`config.mk`:
```
export PLATFORM = sky130hd
export DESIGN_NAME = cpu_debug_breakpoint_unit
export DESIGN_NICKNAME = d
export VERILOG_FILES = /design/src/hdl/cdbu_pkg.sv /design/src/hdl/cdbu_check.sv /design/src/hdl/cpu_debug_breakpoint_unit.sv
export SDC_FILE = /design/constraint.sdc
export NUM_CORES = 1
export LEC_CHECK = 0
export BUFFER_PORTS_ARGS = -buffer_cell sky130_fd_sc_hd__buf_2
export CORE_MARGIN = 3
export CORE_UTILIZATION = 51
export CTS_BUF_LIST = sky130_fd_sc_hd__clkbuf_4
export CTS_CLUSTER_DIAMETER = 80
export DETAILED_ROUTE_END_ITERATION = 8
export GPL_TIMING_DRIVEN = 1
export PLACE_DENSITY = 0.8
export SLEW_MARGIN = 5
export SYNTH_ARGS = -nofsm -noshare
export SYNTH_HDL_FRONTEND = slang
export SYNTH_SLANG_ARGS = --single-unit
```
`constraint.sdc`:
```
create_clock -name clk -period 7.1 [get_ports clk]
set_input_delay 0.355 -clock clk [delete_from_list [all_inputs] [get_ports clk]]
set_output_delay 0.355 -clock clk [all_outputs]
set_load 0.05 [all_outputs]
```
`src/hdl/cdbu_pkg.sv`:
```
`timescale 1ns / 1ps

package cdbu_pkg;

  localparam int unsigned AddrW    = 32;
  localparam int unsigned CtlW     = 9;
  localparam int unsigned StatusW  = 6;
  localparam int unsigned PaddrW   = 5;
  localparam int unsigned PdataW   = 32;

  typedef enum logic [1:0] {
    OP_FETCH = 2'd0,
    OP_READ  = 2'd1,
    OP_WRITE = 2'd2,
    OP_NONE  = 2'd3
  } op_t;

  typedef enum logic [1:0] {
    SIZE_BYTE = 2'd0,
    SIZE_HALF = 2'd1,
    SIZE_WORD = 2'd2,
    SIZE_RSVD = 2'd3
  } size_kind_t;

  typedef enum logic [1:0] {
    EXC_NONE = 2'd0,
    EXC_BRK  = 2'd1,
    EXC_ADDR = 2'd2
  } exc_t;

  // register index = paddr[4:2]
  typedef enum logic [2:0] {
    REG_CONTROL    = 3'd0,
    REG_CODE_ADDR  = 3'd1,
    REG_CODE_MASK  = 3'd2,
    REG_DATA_ADDR  = 3'd3,
    REG_DATA_MASK  = 3'd4,
    REG_CHECK_ALGN = 3'd5
  } reg_idx_t;

  // control bit positions
  localparam int unsigned CtlMaster = 0;
  localparam int unsigned CtlKernel = 1;
  localparam int unsigned CtlUser   = 2;
  localparam int unsigned CtlTrap   = 3;
  localparam int unsigned CtlCode   = 4;
  localparam int unsigned CtlData   = 5;
  localparam int unsigned CtlRead   = 6;
  localparam int unsigned CtlWrite  = 7;
  localparam int unsigned CtlTrace  = 8;

  // status bit positions
  localparam int unsigned StAny   = 0;
  localparam int unsigned StCode  = 1;
  localparam int unsigned StData  = 2;
  localparam int unsigned StRead  = 3;
  localparam int unsigned StWrite = 4;
  localparam int unsigned StTrace = 5;

  localparam logic [AddrW-1:0] PcStep = AddrW'(4);

  typedef struct packed {
    logic [CtlW-1:0]  control;
    logic [AddrW-1:0] code_addr;
    logic [AddrW-1:0] code_mask;
    logic [AddrW-1:0] data_addr;
    logic [AddrW-1:0] data_mask;
    logic             check_align;
  } cfg_t;

  typedef struct packed {
    logic [1:0]         exception_kind;
    logic [StatusW-1:0] status_bits;
    logic               clear_cop_err;
  } result_t;

endpackage

```
`src/hdl/cdbu_check.sv`:
```
`timescale 1ns / 1ps

module cdbu_check
  import cdbu_pkg::*;
(
  input  cfg_t               cfg,
  input  logic [1:0]         opcode,
  input  logic [AddrW-1:0]   access_address,
  input  logic [1:0]         access_size,
  input  logic [AddrW-1:0]   program_counter,
  input  logic [StatusW-1:0] status,
  input  logic [AddrW-1:0]   prev_pc,
  output result_t            result,
  output logic [StatusW-1:0] status_nxt,
  output logic               prev_pc_we
);

  logic region_ok;
  logic code_hit;
  logic data_hit;
  logic is_fetch;
  logic is_data;
  logic is_write;
  logic trace_hit;
  logic fetch_misalign;
  logic data_misalign;
  logic trap;

  always_comb begin
    is_fetch = (opcode == OP_FETCH);
    is_write = (opcode == OP_WRITE);
    is_data  = (opcode == OP_READ) || is_write;
    trap     = cfg.control[CtlTrap];

    region_ok = cfg.control[CtlMaster] &&
                (access_address[AddrW-1] ? cfg.control[CtlKernel] : cfg.control[CtlUser]);

    code_hit = is_fetch && region_ok && cfg.control[CtlCode] &&
               (((access_address ^ cfg.code_addr) & cfg.code_mask) == '0);

    data_hit = is_data && region_ok && cfg.control[CtlData] &&
               (is_write ? cfg.control[CtlWrite] : cfg.control[CtlRead]) &&
               (((access_address ^ cfg.data_addr) & cfg.data_mask) == '0);

    // trace: pc should follow the previous fetch by one word
    trace_hit = cfg.control[CtlTrace] && (program_counter != (prev_pc + PcStep));

    fetch_misalign = cfg.check_align && (access_address[1:0] != 2'b00);
    case (access_size)
      SIZE_BYTE: data_misalign = 1'b0;
      SIZE_HALF: data_misalign = cfg.check_align && access_address[0];
      default:   data_misalign = cfg.check_align && (access_address[1:0] != 2'b00);
    endcase

    status_nxt            = status;
    result.exception_kind = EXC_NONE;
    result.clear_cop_err  = 1'b0;

    if (code_hit) begin
      status_nxt[StAny]  = 1'b1;
      status_nxt[StCode] = 1'b1;
      if (trace_hit) begin
        status_nxt[StTrace] = 1'b1;
      end
      if (trap) begin
        result.exception_kind = fetch_misalign ? EXC_ADDR : EXC_BRK;
      end
    end else if (data_hit) begin
      status_nxt[StAny]  = 1'b1;
      status_nxt[StData] = 1'b1;
      if (is_write) begin
        status_nxt[StWrite] = 1'b1;
      end else begin
        status_nxt[StRead] = 1'b1;
      end
      if (trap) begin
        result.exception_kind = data_misalign ? EXC_ADDR : EXC_BRK;
        result.clear_cop_err  = !data_misalign;
      end
    end

    result.status_bits = status_nxt;
    prev_pc_we         = is_fetch;
  end

endmodule

```
`src/hdl/cpu_debug_breakpoint_unit.sv`:
```
`timescale 1ns / 1ps
// A result is registered in out_r, or in skid_r while the output is stalled.
// Throughput: one access per cycle while in_stall is low; the check is a single
// masked compare per breakpoint between the input handshake and result register.
// A skid register keeps the input open for one transaction while a result waits.
// Reset (rst_n low, synchronous) clears status, previous pc and all config
// registers except check_alignment, which resets to 1.

module cpu_debug_breakpoint_unit
  import cdbu_pkg::*;
(
  input  logic               clk,
  input  logic               rst_n,
  input  logic               in_valid,
  output logic               in_stall,
  input  logic [1:0]         in_opcode,
  input  logic [AddrW-1:0]   in_access_address,
  input  logic [1:0]         in_access_size,
  input  logic [AddrW-1:0]   in_program_counter,
  output logic               out_valid,
  input  logic               out_stall,
  output logic [1:0]         out_exception_kind,
  output logic [StatusW-1:0] out_status_bits,
  output logic               out_clear_coprocessor_error,
  input  logic               psel,
  input  logic               penable,
  input  logic               pwrite,
  input  logic [PaddrW-1:0]  paddr,
  input  logic [PdataW-1:0]  pwdata,
  output logic [PdataW-1:0]  prdata,
  output logic               pready
);

  cfg_t               cfg_r;
  logic [StatusW-1:0] status_r;
  logic [AddrW-1:0]   prev_pc_r;

  result_t            res;
  logic [StatusW-1:0] status_nxt;
  logic               prev_pc_we;

  result_t            out_r;
  logic               out_valid_r;
  result_t            skid_r;
  logic               skid_valid_r;

  logic               in_acc;
  logic               out_free;
  logic               cfg_wr;
  reg_idx_t           reg_idx;

  assign pready   = 1'b1;
  assign cfg_wr   = psel && penable && pwrite && pready;
  assign reg_idx  = reg_idx_t'(paddr[PaddrW-1:2]);
  assign in_stall = skid_valid_r;
  assign in_acc   = in_valid && !in_stall;
  assign out_free = !out_valid_r || !out_stall;

  always_comb begin
    case (reg_idx)
      REG_CONTROL:    prdata = PdataW'(cfg_r.control);
      REG_CODE_ADDR:  prdata = cfg_r.code_addr;
      REG_CODE_MASK:  prdata = cfg_r.code_mask;
      REG_DATA_ADDR:  prdata = cfg_r.data_addr;
      REG_DATA_MASK:  prdata = cfg_r.data_mask;
      REG_CHECK_ALGN: prdata = PdataW'(cfg_r.check_align);
      default:        prdata = '0;
    endcase
  end

  always_ff @(posedge clk) begin
    if (!rst_n) begin
      cfg_r.control     <= '0;
      cfg_r.code_addr   <= '0;
      cfg_r.code_mask   <= '0;
      cfg_r.data_addr   <= '0;
      cfg_r.data_mask   <= '0;
      cfg_r.check_align <= 1'b1;
    end else if (cfg_wr) begin
      case (reg_idx)
        REG_CONTROL:    cfg_r.control     <= pwdata[CtlW-1:0];
        REG_CODE_ADDR:  cfg_r.code_addr   <= pwdata;
        REG_CODE_MASK:  cfg_r.code_mask   <= pwdata;
        REG_DATA_ADDR:  cfg_r.data_addr   <= pwdata;
        REG_DATA_MASK:  cfg_r.data_mask   <= pwdata;
        REG_CHECK_ALGN: cfg_r.check_align <= pwdata[0];
        default: ;
      endcase
    end
  end

  cdbu_check u_check (
    .cfg             (cfg_r),
    .opcode          (in_opcode),
    .access_address  (in_access_address),
    .access_size     (in_access_size),
    .program_counter (in_program_counter),
    .status          (status_r),
    .prev_pc         (prev_pc_r),
    .result          (res),
    .status_nxt      (status_nxt),
    .prev_pc_we      (prev_pc_we)
  );

  always_ff @(posedge clk) begin
    if (!rst_n) begin
      status_r  <= '0;
      prev_pc_r <= '0;
    end else if (in_acc) begin
      status_r <= status_nxt;
      if (prev_pc_we) begin
        prev_pc_r <= in_program_counter;
      end
    end
  end

  // output register plus one skid entry
  always_ff @(posedge clk) begin
    if (!rst_n) begin
      out_valid_r  <= 1'b0;
      skid_valid_r <= 1'b0;
    end else if (out_free) begin
      if (skid_valid_r) begin
        out_valid_r  <= 1'b1;
        skid_valid_r <= 1'b0;
      end else begin
        out_valid_r <= in_acc;
      end
    end else if (in_acc) begin
      skid_valid_r <= 1'b1;
    end
  end

  always_ff @(posedge clk) begin
    if (out_free) begin
      out_r <= skid_valid_r ? skid_r : res;
    end else if (in_acc) begin
      skid_r <= res;
    end
  end

  assign out_valid                   = out_valid_r;
  assign out_exception_kind          = out_r.exception_kind;
  assign out_status_bits             = out_r.status_bits;
  assign out_clear_coprocessor_error = out_r.clear_cop_err;

endmodule
```
After elaboration in Yosys (flattened, before gate mapping)
Index checks and enable logic that the tools add are counted.

Add/subtract/negate cells: 1. Multipliers: 0. Divide/modulo/power cells: 0. Order comparisons: 0. Equal/unequal tests: 9. Shift-type cells: 0. Mux-type cells: 24. Bitwise operators: 6. Reduce and logical (&&, ||, !) cells: 35.

Operators by type and width (number): $pmux W32 S6 (1); $and A32 B32 Y32 (2); $logic_not A32 Y1 (2); $xor A32 B32 Y32 (2); $add A32 B3 Y32 const B (1); $ne A32 B32 Y1 (1); $reduce_and A2 Y1 (8); $logic_and A1 B1 Y1 (14); $mux W1 (13); $mux W2 (6); $mux W9 (1); $eq A3 B2 Y1 const B (2); $eq A3 B3 Y1 const B (2); $mux W3 (2); $eq A2 B1 Y1 const B (2); $logic_not A1 Y1 (4); $logic_not A2 Y1 (2); $eq A3 B1 Y1 const B (1); $logic_not A3 Y1 (1); $eq A2 B2 Y1 const B (1); $logic_or A1 B1 Y1 (2); $not A1 Y1 (2); $pmux W1 S2 (1); $reduce_bool A2 Y1 (1); $reduce_or A2 Y1 (1).

Register bits: 196. Bits in latches: 0. RAM bits: 0. Bits in read-only memories: 0. Bits of input ports: 112. Output and inout bits: 44. Memories: 0.

Depth between registers and ports, before layout
Depth in word-level cells: 9. Mapped depth: 10.

By module
A second synthesis with hierarchy kept.

Cells, all modules: 1147. Area total of the unflattened synthesis: 10518.8 um^2.

Modules (own cells, without submodules): cpu_debug_breakpoint_unit (instances 1, cells an instance 822, area each 8210.4 um^2); cdbu_check (instances 1, cells an instance 325, area each 2308.5 um^2).

Least setup slack after synthesis
OpenSTA, ideal clock, no wires.

Kind: register -> register. Start point: register prev_pc_r[2]. End point: register out_r, in the netlist out_status_bits[5], data pin. Library setup time: 0.270 ns. Data arrival time: 2.315 ns. Required time: 6.830 ns. Setup slack: 4.515 ns. Stages on the path, launching flop included: 9. Clock period less this slack: 2.585 ns. Cell sequence: dfxtp_1 -> ha_1 -> nand4_1 -> nor4_2 -> and3_1 -> nor4b_1 -> o2111ai_1 -> nor4_4 -> o31ai_1.

Word-level cells in the longest chain between the ends: 6.

Ends and longest elaborated chain: start, declared (RTL line cpu_debug_breakpoint_unit.sv:36) `logic [AddrW-1:0] prev_pc_r;`; start signal, assigned (RTL line cpu_debug_breakpoint_unit.sv:112) `prev_pc_r <= in_program_counter;`; $add A32 B3 Y32 (RTL line cdbu_check.sv:46) `trace_hit = cfg.control[CtlTrace] && (program_counter != (prev_pc + PcStep));`; $ne A32 B32 Y1 (RTL line cdbu_check.sv:46); $logic_and A1 B1 Y1 (RTL line cdbu_check.sv:46); $mux W1 (RTL line cdbu_check.sv:62) `if (trace_hit) begin`; $mux W1 (RTL line cdbu_check.sv:59) `if (code_hit) begin`; $mux W9 (RTL line cpu_debug_breakpoint_unit.sv:136) `out_r <= skid_valid_r ? skid_r : res;`; end signal, assigned (RTL line cpu_debug_breakpoint_unit.sv:136); end, declared (RTL line cpu_debug_breakpoint_unit.sv:42) `result_t out_r;`.

Every way passes these cells. A chain may end at the register's enable or synchronous reset.

Worst setup path after layout
Same ends and word-level chain as after synthesis.

==> results.cfg <==
[finish]
final_area_sq_um = 12000
n_fill_cell = 1787
syn_to_final_growth_pct = 14.8
final_layout_size_suffix_gt1_share_pct = 15.0
nets = 1541

[setup_path]
r2r-end = out_status_bits[5]
cp_max_fo = 8
cp-end-kind = flop
path_class = flop to flop
reg2reg_slack_ps = 3940
r2r_cells = 8
cp-start-kind = flop
arrival_ps = 3520
worst-endpoint-required_ps = 7450
r2r-start = prev_pc_r[2]

[synth]
synth_seq_cells = 196
synth_top_area_cell = dfxtp_1
synth_top_family_by_area = simple AND/OR/NAND/NOR gates
post_synth_fa_ha_maj_area_fraction_pct = 0.457
yosys.area_share.xor_xnor_pct = 8.58
ys_top_cells_by_count = 406 x nand2_1, 178 x dfxtp_1, 161 x a21boi_0
synthArstFlopShare_pct = 0
synth-main-ff-cell = dfxtp_1
syn_avg_cell_area_sq_um = 8.09
syn_area_sq_um = 10400
yosys.area_share.simple_pct = 23.8
synth_fp_nets = 1402
yosys.cell_count.top_type = nand2_1
synth-compound-area-share_pct = 21.2
synthMuxAreaShare_pct = 2.87
synth_area_leaders = dfxtp_1 34%, nand2_1 15%, a21boi_0 12%
yosysTopAreaCellShare_pct = 34.2
ys_warn_count = 0
synthDistinctLibCells = 65
syn_inst = 1287
synth_seq_area_share_pct = 39.4
synth_edf_count = 18

[global_route]
antenna_found_initial = 1
grt-ovfl-total = 0
grt_use_total_pct = 27.5
grt_max_degree = 124
grt_pass1_vias = 9293
grt_pass1_wl_mm = 49.1

[placement]
gp_congestion = 0.889
place.port_buffers = 152
place_hpwl_mm = 20.4
dpl_cell_area_sq_um = 11300

[floorplanning]
initial_utilization_pct = 52.6
die_area_sq_um = 22200
ios = 156
die_x_um = 149
rows = 51
core_sq_um = 19800
die_h_um = 149

[clocking]
cts-root-buf = clkbuf_4
cts_made_buffers = 17
cts_setup_buffers = 0
cts_buffer_depth = 2
hold_buffers = 35
cts_resized = 0
clkSinkCount = 196
clk_pin_slew_ps = 180
htree_levels = 4
tritoncts = yes
clock_latency_ps = 600

[power_and_ir_drop]
power.density_nw_per_um2 = 165
power.leakage_nw = 4.69
ir_worst_vdd_mv = 0.0984

[sta]
final_hold_viol_count = 0
rsz0062_at_grt = false
maxSlewViolCount = 0
min_period_over_period_pct = 44.6
relSlewSlack_pct = 22.5
setup_viol = 0
fin_setup_tns_ps = 0
max_slew.worst_pin.slew_ps = 1160
fmax_mhz = 316
min_period_ps = 3160
skew_ps = 27.4

[routing]
wire_per_inst_um = 17.9
firstDrtPassIters = 5
viasPerCell = 5.70
ant_nets = 0
first_iter_violations = 848
dr_total_vias = 9711
wirelength_mm = 30.5
drc_errors = 0

[run]
cap_violations = 0

[hold_path]
whs_path_depth = 3
whs_endpoint = cfg_r[82]
hold_path.class = input pin to flop
hold_start = pwdata[17]

[run_status]
outcome = finished clean
through the flow:
step           worst slack (ps)  utilization (%)  hold WS (ps)  instances  power (mW)
6_report                   3940             60.4          34.0       1705        1.98
5_1_grt                    3650             60.4         0.293       1705        2.06
4_1_cts                    3970             60.2          1.28       1700        1.98
3_5_place_dp               3840             57.1           448       1633        1.38
3_3_place_gp               3880             57.1           439       1633        1.37
2_1_floorplan              4510                -           432       1287        1.29
cell usage in the layout, fill, tap and decap left out, types with 12 or more instances in the layout:
cell / count
a21boi_0: 161
a22oi_1: 73
buf_2: 151
clkbuf_4: 17
dfxtp_1: 178
dlygate4sd3_1: 39
edfxtp_1: 18
inv_1: 17
mux2i_1: 22
nand2_1: 406
nand3_1: 22
nand4_1: 19
nor2_1: 20
nor2b_1: 15
o21ai_0: 12
xnor2_1: 20
xor2_1: 82
cell type report:
type / count / area [sq um] / share of cell area, %
Multi-Input combinational cell: 993 / 5950 / 49.8
Sequential cell: 196 / 4100 / 34.3
Timing Repair Buffer: 200 / 1220 / 10.2
Tap cell: 265 / 332 / 2.77
Clock inverter: 15 / 145 / 1.21
Clock buffer: 17 / 128 / 1.07
Inverter: 18 / 67.6 / 0.565
Antenna cell: 1 / 2.50 / 0.0209
power by group:
group          internal, mW  leakage (nW)  switching (mW)
sequential             1.13          1.63          0.0146
combinational        0.0926          2.91           0.136
clock                 0.185         0.157           0.416
state kept, by name, summed over array words and instances, names as in the netlist:
signal and cells:
cfg_r 138, prev_pc_r 32, skid_r 9, out_status_bits 6, status_r 6, out_exception_kind 2
in_stall 1, out_clear_coprocessor_error 1, out_valid 1
worst max-delay path by stage:
stage            startpoint            endpoint  slack [ps]
4_1_cts        prev_pc_r[2]  out_status_bits[5]        3970
3_3_place_gp       paddr[3]           cfg_r[75]        3880
2_1_floorplan  prev_pc_r[2]  out_status_bits[5]        4510
6_report       prev_pc_r[2]  out_status_bits[5]        3940
5_1_grt        prev_pc_r[2]  out_status_bits[5]        3650
3_5_place_dp       paddr[3]           cfg_r[78]        3840
routing by layer:
layer / vias up / track usage, % / share of wire (%)
met5: - / 0 / 0
li1: 4702 / - / -
met4: 0 / 9.34 / 2.7
met3: 56 / 4.53 / 7.8
met2: 415 / 44.4 / 46
met1: 4538 / 37.6 / 43
cell families after synthesis:
family,Yosys count
AOI/OAI and AO/OA,298
xor gates and xnor gates,102
adders and majority gates,4
buffers and inverters,98
DFF,196
muxes,28
other,1
and+or+nand+nor,560
critical path, stage by stage, from the launching register on:
cell,delay [ps]
dfxtp_1,460
ha_1,280
nand4_1,370
nor4_2,680
and3_1,270
nor4b_1,250
o2111ai_1,190
nor4_4,320
o31ai_1,120
Note: power is estimated with default switching activity, not from simulation.
